$ cat config.mk
export PLATFORM = sky130hd
export DESIGN_NAME = ggpc_controller
export DESIGN_NICKNAME = d
export VERILOG_FILES = /design/src/design/ggpc_pkg.sv /design/src/design/ggpc_controller.sv
export VERILOG_INCLUDE_DIRS = /design/src /design/src/design
export SDC_FILE = /design/constraint.sdc
export NUM_CORES = 1
export LEC_CHECK = 0
export BUFFER_PORTS_ARGS = -buffer_cell sky130_fd_sc_hd__buf_2
export CAP_MARGIN = 20
export CORE_UTILIZATION = 47
export DETAILED_ROUTE_END_ITERATION = 10
export PLACE_DENSITY_LB_ADDON = 0.08
export REMOVE_ABC_BUFFERS = 1
export SYNTH_ARGS = -nofsm -noshare
export SYNTH_HDL_FRONTEND = slang
export SYNTH_SLANG_ARGS = --single-unit
$ cat constraint.sdc
create_clock -name clk_i -period 2.6 [get_ports clk_i]
set_clock_uncertainty 0.1 [all_clocks]
set_input_delay 0.78 -clock clk_i [delete_from_list [all_inputs] [get_ports clk_i]]
set_output_delay 0.78 -clock clk_i [all_outputs]
set_load 0.02 [all_outputs]
$ cat src/design/greedy_grid_point_clusterer_defines.svh
// Assertion macros used by the clusterer controller.
`ifndef GREEDY_GRID_POINT_CLUSTERER_DEFINES_SVH
`define GREEDY_GRID_POINT_CLUSTERER_DEFINES_SVH
`ifndef SYNTH
// Check a property on every clock edge outside reset.
`define GGPC_ASSERT(lbl, prop) \
  lbl: assert property (@(posedge clk_i) disable iff (!rst_ni) prop) \
    else $error("ggpc check failed");
// Check a property on every clock edge, reset included.
`define GGPC_ASSERT_ALWAYS(lbl, prop) \
  lbl: assert property (@(posedge clk_i) prop) else $error("ggpc check failed");
`else
`define GGPC_ASSERT(lbl, prop)
`define GGPC_ASSERT_ALWAYS(lbl, prop)
`endif
`endif

$ cat src/design/ggpc_pkg.sv
// Shared constants, command/status types and helpers of the clusterer.
`timescale 1ns / 1ps
package ggpc_pkg;

  localparam int GRID_SIDE_MAX = 128;
  localparam int COORD_W       = $clog2(GRID_SIDE_MAX);
  localparam int ADDR_W        = 2 * COORD_W;
  localparam int COUNT_W       = 24;
  localparam int MAX_CLUSTERS  = 32;
  localparam int CI_W          = 5;
  localparam int FILL_W        = 6;
  localparam int DIST_W        = 2 * COORD_W + 1;
  localparam logic [COUNT_W-1:0] COUNT_MAX = '1;

  // Input commands
  localparam logic CMD_ADD = 1'b0;
  localparam logic CMD_RUN = 1'b1;

  // Configuration register indexes
  localparam logic [1:0] REG_GRID_WIDTH      = 2'd0;
  localparam logic [1:0] REG_GRID_HEIGHT     = 2'd1;
  localparam logic [1:0] REG_CLUSTER_SPACING = 2'd2;

  // Datapath commands from the controller
  typedef struct packed {
    logic clr_init;
    logic clr_step;
    logic add_rd;
    logic add_wr;
    logic run_init;
    logic scan_init;
    logic rd_pix;
    logic pix_adv;
    logic ci_clr;
    logic ci_inc;
    logic take_best;
    logic mark_lo;
    logic pick;
    logic ovf_wr;
    logic abs_acc;
    logic add_cl;
    logic near_step;
    logic lo_add;
    logic emit;
  } cmd_t;

  // Datapath status to the controller
  typedef struct packed {
    logic in_grid;
    logic grid_empty;
    logic cand;
    logic fill_zero;
    logic close;
    logic ci_last;
    logic pix_last;
    logic win_last;
    logic best_zero;
    logic tab_full;
    logic lo_zero;
    logic clr_last;
    logic out_free;
  } sts_t;

  function automatic logic [COUNT_W-1:0] sat_add(input logic [COUNT_W-1:0] a,
                                                 input logic [COUNT_W-1:0] b);
    logic [COUNT_W:0] s;
    s = {1'b0, a} + {1'b0, b};
    return s[COUNT_W] ? COUNT_MAX : s[COUNT_W-1:0];
  endfunction

endpackage

$ cat src/design/ggpc_controller.sv
// Controller: sequences grid clears, loading, scan passes, absorption, leftovers and emission.
`timescale 1ns / 1ps
`include "greedy_grid_point_clusterer_defines.svh"
module ggpc_controller (
  input  logic           clk_i,
  input  logic           rst_ni,
  input  logic           in_valid_i,
  output logic           in_stall_o,
  input  logic           cmd_i,
  input  ggpc_pkg::sts_t sts_i,
  output ggpc_pkg::cmd_t cmd_o
);

  localparam logic [4:0] S_CLR_RST = 5'd0;
  localparam logic [4:0] S_IDLE    = 5'd1;
  localparam logic [4:0] S_ADD_WR  = 5'd2;
  localparam logic [4:0] S_SCAN_RD = 5'd3;
  localparam logic [4:0] S_SCAN_EV = 5'd4;
  localparam logic [4:0] S_SCAN_TC = 5'd5;
  localparam logic [4:0] S_PICK    = 5'd6;
  localparam logic [4:0] S_OVF_WR  = 5'd7;
  localparam logic [4:0] S_ABS_RD  = 5'd8;
  localparam logic [4:0] S_ABS_ACC = 5'd9;
  localparam logic [4:0] S_ADD_CL  = 5'd10;
  localparam logic [4:0] S_LO_RD   = 5'd11;
  localparam logic [4:0] S_LO_EV   = 5'd12;
  localparam logic [4:0] S_LO_NR   = 5'd13;
  localparam logic [4:0] S_LO_ADD  = 5'd14;
  localparam logic [4:0] S_CLR_RUN = 5'd15;
  localparam logic [4:0] S_EMIT    = 5'd16;

  logic [4:0] state_q, state_d;

  assign in_stall_o = state_q != S_IDLE;

  always_comb begin
    cmd_o   = '0;
    state_d = state_q;
    case (state_q)
      S_CLR_RST: begin
        cmd_o.clr_step = 1'b1;
        if (sts_i.clr_last) state_d = S_IDLE;
      end
      // Take one transfer: load a point, drop one outside the grid, or start a run
      S_IDLE: begin
        if (in_valid_i) begin
          if (cmd_i == ggpc_pkg::CMD_RUN) begin
            cmd_o.run_init  = 1'b1;
            cmd_o.scan_init = 1'b1;
            state_d = sts_i.grid_empty ? S_PICK : S_SCAN_RD;
          end else if (sts_i.in_grid) begin
            cmd_o.add_rd = 1'b1;
            state_d      = S_ADD_WR;
          end
        end
      end
      S_ADD_WR: begin
        cmd_o.add_wr = 1'b1;
        state_d      = S_IDLE;
      end
      S_SCAN_RD: begin
        cmd_o.rd_pix = 1'b1;
        state_d      = S_SCAN_EV;
      end
      // Skip, accept, or test the pixel against existing clusters
      S_SCAN_EV: begin
        if (!sts_i.cand || sts_i.fill_zero) begin
          cmd_o.take_best = sts_i.cand;
          cmd_o.pix_adv   = 1'b1;
          state_d = sts_i.pix_last ? S_PICK : S_SCAN_RD;
        end else begin
          cmd_o.ci_clr = 1'b1;
          state_d      = S_SCAN_TC;
        end
      end
      S_SCAN_TC: begin
        if (sts_i.close || sts_i.ci_last) begin
          cmd_o.mark_lo   = sts_i.close;
          cmd_o.take_best = !sts_i.close;
          cmd_o.pix_adv   = 1'b1;
          state_d = sts_i.pix_last ? S_PICK : S_SCAN_RD;
        end else begin
          cmd_o.ci_inc = 1'b1;
        end
      end
      // Create a cluster, overflow the candidate, or finish the scan phase
      S_PICK: begin
        if (sts_i.best_zero) begin
          if (sts_i.fill_zero) begin
            cmd_o.clr_init = 1'b1;
            state_d        = S_CLR_RUN;
          end else begin
            cmd_o.scan_init = 1'b1;
            state_d         = S_LO_RD;
          end
        end else begin
          cmd_o.pick = 1'b1;
          state_d = sts_i.tab_full ? S_OVF_WR : S_ABS_RD;
        end
      end
      S_OVF_WR: begin
        cmd_o.ovf_wr    = 1'b1;
        cmd_o.scan_init = 1'b1;
        state_d         = S_SCAN_RD;
      end
      S_ABS_RD: begin
        cmd_o.rd_pix = 1'b1;
        state_d      = S_ABS_ACC;
      end
      S_ABS_ACC: begin
        cmd_o.abs_acc = 1'b1;
        state_d = sts_i.win_last ? S_ADD_CL : S_ABS_RD;
      end
      S_ADD_CL: begin
        cmd_o.add_cl    = 1'b1;
        cmd_o.scan_init = 1'b1;
        state_d         = S_SCAN_RD;
      end
      S_LO_RD: begin
        cmd_o.rd_pix = 1'b1;
        state_d      = S_LO_EV;
      end
      S_LO_EV: begin
        if (sts_i.lo_zero) begin
          cmd_o.pix_adv  = 1'b1;
          cmd_o.clr_init = sts_i.pix_last;
          state_d = sts_i.pix_last ? S_CLR_RUN : S_LO_RD;
        end else begin
          cmd_o.ci_clr = 1'b1;
          state_d      = S_LO_NR;
        end
      end
      // Find the nearest cluster, first index on ties
      S_LO_NR: begin
        cmd_o.near_step = 1'b1;
        if (sts_i.ci_last) begin
          state_d = S_LO_ADD;
        end else begin
          cmd_o.ci_inc = 1'b1;
        end
      end
      S_LO_ADD: begin
        cmd_o.lo_add   = 1'b1;
        cmd_o.pix_adv  = 1'b1;
        cmd_o.clr_init = sts_i.pix_last;
        state_d = sts_i.pix_last ? S_CLR_RUN : S_LO_RD;
      end
      S_CLR_RUN: begin
        cmd_o.clr_step = 1'b1;
        if (sts_i.clr_last) begin
          cmd_o.ci_clr = 1'b1;
          state_d      = S_EMIT;
        end
      end
      // Hand out one result per free output slot
      S_EMIT: begin
        if (sts_i.out_free) begin
          cmd_o.emit = 1'b1;
          if (sts_i.fill_zero || sts_i.ci_last) state_d = S_IDLE;
        end
      end
      default: state_d = S_CLR_RST;
    endcase
  end

  always_ff @(posedge clk_i or negedge rst_ni) begin
    if (!rst_ni) begin
      state_q <= S_CLR_RST;
    end else begin
      state_q <= state_d;
    end
  end

  `GGPC_ASSERT(a_accept_only_idle, !in_stall_o |-> state_q == S_IDLE)
  `GGPC_ASSERT(a_no_reclear, state_q != S_CLR_RST |=> state_q != S_CLR_RST)
  `GGPC_ASSERT(a_add_after_idle, state_q == S_ADD_WR |-> $past(state_q) == S_IDLE)
  `GGPC_ASSERT(a_emit_needs_slot, cmd_o.emit |-> sts_i.out_free)

endmodule

### Yosys cells after proc, flatten, opt, wreduce, memory -nomap -nowiden

Cells that the tools add are included.

| operators by class | value |
|---|---|
| reductions and logical operators | 10 |
| div/mod/pow operators | 0 |
| equality and inequality tests | 25 |
| $lt $le $gt $ge | 0 |
| multipliers | 0 |
| add/subtract/negate cells | 0 |
| shift operators | 0 |
| bitwise logic cells | 0 |
| muxes and demuxes | 60 |

Operators by type and width:

| kind | number |
|---|---|
| one-hot mux 5 bit (16 select lines) | 1 |
| two-way mux 5 bit | 9 |
| equality test 5 x 4 -> 1 bit (second input constant) | 8 |
| two-way mux 1 bit | 32 |
| equality test 5 x 3 -> 1 bit (second input constant) | 4 |
| two-way mux 3 bit | 6 |
| inequality test 2 bit (second input constant) | 7 |
| equality test 5 x 2 -> 1 bit (second input constant) | 2 |
| one-hot mux 1 bit (3 select lines) | 3 |
| two-way mux 2 bit | 4 |
| two-way mux 4 bit | 2 |
| AND reduction 8 bit | 1 |
| equality test 5 x 1 -> 1 bit (second input constant) | 1 |
| equality test 5 bit (second input constant) | 1 |
| zero test 5 bit | 1 |
| inequality test 5 x 1 -> 1 bit (second input constant) | 1 |
| one-hot mux 1 bit (2 select lines) | 2 |
| one-hot mux 1 bit (4 select lines) | 1 |
| OR reduction 2 bit | 2 |
| logical OR 1 bit | 3 |
| inequality test 3 bit (second input constant) | 1 |
| OR reduction 3 bit | 1 |
| zero test 1 bit | 2 |

| storage, ports and cells | value |
|---|---|
| memories kept | 0 |
| register bits | 5 |
| memory bits (writable) | 0 |
| logic and storage cells | 96 |
| input port bits | 17 |
| latch bits | 0 |
| output and inout port bits | 20 |
| ROM bits | 0 |

### Depth between registers and ports, before layout

| logic depth | value |
|---|---|
| depth after elaboration | 4 |
| mapped depth | 6 |

### Worst setup path after synthesis

OpenSTA, ideal clock, no wires.

| timing path | value |
|---|---|
| path kind | register -> output |
| from | reg state_q[0] |
| to | out cmd_o[15] (netlist bit) |
| path buffers | 3 |
| data required time | 1.720 ns |
| path slack | 0.182 ns |
| cell stages (with the launch flop) | 5 |
| arrival time | 1.538 ns |
| cell sequence | dfrtp_1 -> buf_2 -> buf_2 -> buf_1 -> nor4_1 |

RTL lines:

| what | line | RTL |
|---|---|---|
| start, declared | ggpc_controller.sv:32 | `logic [4:0] state_q, state_d;` |
| start signal, assigned | ggpc_controller.sv:170 | `state_q <= state_d;` |
| end, declared | ggpc_controller.sv:11 | `output ggpc_pkg::cmd_t cmd_o` |

==> impl_metrics.prom <==
# TYPE chip_impl_metric gauge
chip_impl_metric{name="worst_pin_slew",unit="ns"} 0.390
chip_impl_info{name="timing.critical_path.from_type",value="flip-flop"} 1
chip_impl_metric{name="place.port_buffers",unit=""} 36
chip_impl_metric{name="finalSetupViolations",unit=""} 0
chip_impl_metric{name="final-seq-area",unit="um^2"} 130
chip_impl_metric{name="largest_reg_flops",unit=""} 5
chip_impl_metric{name="worst_slew_margin_rel",unit="%"} 73.8
chip_impl_metric{name="tritoncts_num_sinks",unit=""} 5
chip_impl_metric{name="power.static_leakage",unit="nW"} 0.592
chip_impl_metric{name="drt-wirelength-per-cell",unit="um"} 17.4
chip_impl_metric{name="multiInputGateArea",unit="um^2"} 701
chip_impl_metric{name="synthesis.yosys.warnings",unit=""} 0
chip_impl_metric{name="ant_nets",unit=""} 0
chip_impl_metric{name="seq_power_share",unit="%"} 12.4
chip_impl_metric{name="max-vdd-ir-drop",unit="V"} 0.000719
chip_impl_metric{name="layout_min_cycle_time",unit="ns"} 2.59
chip_impl_metric{name="yosysTopAreaCellShare",unit="%"} 14.8
chip_impl_info{name="ys.flop_type",value="sky130_fd_sc_hd__dfrtp_1"} 1
chip_impl_metric{name="die_height",unit="um"} 44.4
chip_impl_info{name="rsz0062_at_grt",value="yes"} 1
chip_impl_info{name="crit_family",value="simple AND/OR/NAND/NOR gates"} 1
chip_impl_metric{name="layout_area_growth_over_synthesis",unit="%"} 53.0
chip_impl_metric{name="synthesis.instances",unit=""} 113
chip_impl_metric{name="finalHoldViolations",unit=""} 0
chip_impl_metric{name="worstPathArrival",unit="ns"} 1.71
chip_impl_metric{name="grt_pass1_vias",unit=""} 1019
chip_impl_metric{name="route.vias.total",unit=""} 1262
chip_impl_metric{name="clock_power_share",unit="%"} 7.0
chip_impl_metric{name="p_int",unit="W"} 0.000691
chip_impl_info{name="tritoncts",value="yes"} 1
chip_impl_metric{name="synth_area",unit="um^2"} 845
chip_impl_metric{name="floorplan.die_area",unit="mm^2"} 0.00197
chip_impl_metric{name="std_cell_rows",unit=""} 14
chip_impl_metric{name="initial_core_util",unit="%"} 53.0
chip_impl_metric{name="period_share",unit="%"} 99.4
chip_impl_info{name="crit_slowest_cell",value="sky130_fd_sc_hd__dfrtp_2"} 1
chip_impl_info{name="worst-setup-path-type",value="reg2out"} 1
chip_impl_metric{name="worstPathRequired",unit="ns"} 1.72
chip_impl_metric{name="global_route_congestion_overflow_total",unit=""} 0
chip_impl_metric{name="cts_made_buffers",unit=""} 3
chip_impl_metric{name="finalInstanceArea",unit="mm^2"} 0.00129
chip_impl_metric{name="power_density",unit="mW/mm^2"} 1090
chip_impl_metric{name="setup_ws",unit="ns"} 0.0148
chip_impl_info{name="run_status",value="complete, no violations"} 1
chip_impl_info{name="synth.area.top_cells",value="sky130_fd_sc_hd__dfrtp_1 15%, sky130_fd_sc_hd__o21ai_0 6.5%, sky130_fd_sc_hd__a21oi_1 4.7%, sky130_fd_sc_hd__a2111oi_4 3.3%, sky130_fd_sc_hd__a221oi_4 3.1%"} 1
chip_impl_metric{name="clock_latency",unit="ns"} 0.25
chip_impl_metric{name="final_layout_size_suffix_gt1_share",unit="%"} 50.9
chip_impl_info{name="post-synth-top-count-cell",value="sky130_fd_sc_hd__o21ai_0"} 1
chip_impl_info{name="largest_registers",value="state_q x5"} 1
chip_impl_metric{name="hpwl",unit="um"} 2200
chip_impl_metric{name="n_antenna_cell",unit=""} 0
chip_impl_metric{name="ys_ff_latch",unit=""} 5
chip_impl_metric{name="cp_num_buf_inv",unit=""} 1
chip_impl_metric{name="dieWidth",unit="um"} 44.4
chip_impl_metric{name="power.net_switching",unit="W"} 0.000713
chip_impl_metric{name="fp.coreArea",unit="mm^2"} 0.00159
chip_impl_metric{name="drt_first_pass_iters",unit=""} 5
chip_impl_info{name="worstHoldPathType",value="in2async"} 1
chip_impl_metric{name="rr_worst_depth",unit=""} 7
chip_impl_metric{name="max_cap_violations",unit=""} 0
chip_impl_metric{name="n_fill_cell",unit=""} 103
chip_impl_metric{name="synthArstFlopShare",unit="%"} 100
chip_impl_metric{name="finalCoreUtilization",unit="%"} 81.1
chip_impl_info{name="root_buffer",value="sky130_fd_sc_hd__clkbuf_4"} 1
chip_impl_metric{name="drcViolationCount",unit=""} 0
chip_impl_metric{name="clkTransAtPathRegs",unit="ns"} 0.05
chip_impl_metric{name="numnets_final",unit=""} 185
chip_impl_metric{name="wire_length_of_the_first_global_routing_pass",unit="um"} 4600
chip_impl_metric{name="final.setup.tns",unit="ns"} 0
chip_impl_metric{name="postCtsHoldBufs",unit=""} 0
chip_impl_metric{name="critical_path_depth",unit=""} 4
chip_impl_metric{name="clockBufferDepth",unit=""} 2
chip_impl_metric{name="h-tree-depth",unit=""} 1
chip_impl_metric{name="dp_slack",unit="ns"} 0.00533
chip_impl_metric{name="viasPerCell",unit=""} 6.61
chip_impl_metric{name="comb_power_share",unit="%"} 80.7
chip_impl_info{name="max_flop_register",value="state_q"} 1
chip_impl_metric{name="critical_path.max_fanout",unit=""} 8
chip_impl_info{name="synth_top_cells_by_count",value="11 x sky130_fd_sc_hd__o21ai_0, 8 x sky130_fd_sc_hd__a21oi_1, 7 x sky130_fd_sc_hd__inv_1, 7 x sky130_fd_sc_hd__nand2_1, 7 x sky130_fd_sc_hd__nor2_1"} 1
chip_impl_metric{name="total_power",unit="W"} 0.00140
chip_impl_metric{name="maxClockFrequency",unit="GHz"} 0.387
chip_impl_info{name="crit_path_cell_trace",value="or2b_4 -> or3_4 -> nor2_2 -> buf_4"} 1
chip_impl_metric{name="gp_congestion",unit=""} 0.918
chip_impl_metric{name="routed_wl",unit="um"} 3330
chip_impl_metric{name="critical_path.max_stage_delay",unit="ns"} 0.47
chip_impl_info{name="crit_path_end_kind",value="primary output"} 1
chip_impl_metric{name="pin_count",unit=""} 37
chip_impl_metric{name="switching_share",unit="%"} 50.8
chip_impl_metric{name="synth.yosys.seq_area_share",unit="%"} 14.8
chip_impl_metric{name="finalMaxSlewViolations",unit=""} 0
chip_impl_info{name="post-synth-top-area-cell",value="sky130_fd_sc_hd__dfrtp_1"} 1
chip_impl_metric{name="gr-usage-all-layers",unit="%"} 32.1
chip_impl_metric{name="detailed_place.area",unit="mm^2"} 0.00111
chip_impl_metric{name="antenna_found_initial",unit=""} 0
chip_impl_metric{name="detailedRoute.firstIterationViolations",unit=""} 111
chip_impl_metric{name="synth_area_per_cell",unit="um^2"} 7.47
chip_impl_metric{name="synth_edf_count",unit=""} 0
chip_impl_metric{name="netlist-cell-type-count",unit=""} 45
chip_impl_metric{name="largest_net_degree_at_the_start_of_global_routing",unit=""} 19
[power by group through the flow]
stage	sequential [W]	combinational, W	clock (W)
global route	0.000179	0.00119	0.000102
global placement	0.000187	0.000868	0
detailed placement	0.000188	0.000883	0
finish	0.000173	0.00113	0.0000977
floorplan	0.000209	0.000538	0
CTS	0.000173	0.000986	0.0000952
[logic make-up after synthesis]
family / Yosys count / share of synthesized area (%)
AO/OA/AOI/OAI: 41 / 37.6
multiplexers: 2 / 2.96
buffers and inverters: 15 / 9.04
AND/OR/NAND/NOR: 49 / 34.5
flip-flops: 5 / 14.8
XOR/XNOR: 1 / 1.04
[path summary, 6_finish.rpt]
check,from,end,slack [ns]
hold / removal,rst_ni,state_q[4],0.24
max in group asynchronous,rst_ni,state_q[1],1.99
setup / recovery,state_q[4],cmd_o[6],0.01
min in group clk_i,state_q[0],state_q[3],0.60
setup reg to reg,state_q[2],state_q[0],0.41
hold reg to reg,state_q[0],state_q[3],0.60
[metal layers]
layer	vias up	track usage [%]	share of wire [%]
li1	540	-	-
met1	562	39.8	36
met2	127	53.5	46
met3	33	6.12	11
met4	0	14.5	6.5
met5	-	0	0
[cell usage in the layout, fill, tap and decap left out, types with 2 or more instances in the layout]
| cell type | n |
|---|---|
| sky130_fd_sc_hd__buf_2 | 32 |
| sky130_fd_sc_hd__buf_4 | 22 |
| sky130_fd_sc_hd__o21ai_0 | 10 |
| sky130_fd_sc_hd__a21oi_1 | 8 |
| sky130_fd_sc_hd__nand2_1 | 7 |
| sky130_fd_sc_hd__inv_1 | 7 |
| sky130_fd_sc_hd__nor2_1 | 5 |
| sky130_fd_sc_hd__nand3_1 | 4 |
| sky130_fd_sc_hd__dfrtp_2 | 4 |
| sky130_fd_sc_hd__nand2b_1 | 3 |
| sky130_fd_sc_hd__and3_1 | 3 |
| sky130_fd_sc_hd__a31oi_1 | 3 |
| sky130_fd_sc_hd__clkbuf_4 | 3 |
| sky130_fd_sc_hd__buf_6 | 3 |
| sky130_fd_sc_hd__nor2b_1 | 2 |
| sky130_fd_sc_hd__or2b_4 | 2 |
| sky130_fd_sc_hd__nor4_1 | 2 |
| sky130_fd_sc_hd__nor3_1 | 2 |
| sky130_fd_sc_hd__nor4_2 | 2 |
| sky130_fd_sc_hd__nor3_2 | 2 |
| sky130_fd_sc_hd__a21o_1 | 2 |
| sky130_fd_sc_hd__or3_1 | 2 |
| sky130_fd_sc_hd__a21boi_0 | 2 |
| sky130_fd_sc_hd__o22ai_1 | 2 |
| sky130_fd_sc_hd__o211ai_1 | 2 |
[area by class of cell]
cell class | count | share of cell area, %
multi-input combinational | 93 | 54.2
timing repair buffer | 58 | 29.3
sequential | 5 | 10.1
tap | 24 | 2.32
clock buffer | 4 | 2.03
inverter | 7 | 2.03
[repair_timing]
action	4_1_cts	5_1_grt
pin swaps	2	2
setup buffers	5	5
setup endpoints to repair	10	12
gates resized for setup	11	17
[per-stage QoR]
stage | instances | hold WS [ns]
floorplan | 105 | 0.384
global placement | 177 | 0.496
detailed placement | 177 | 0.506
CTS | 186 | 0.244
global route | 191 | 0.240
finish | 191 | 0.238
Note: power is estimated with default switching activity, not from simulation.
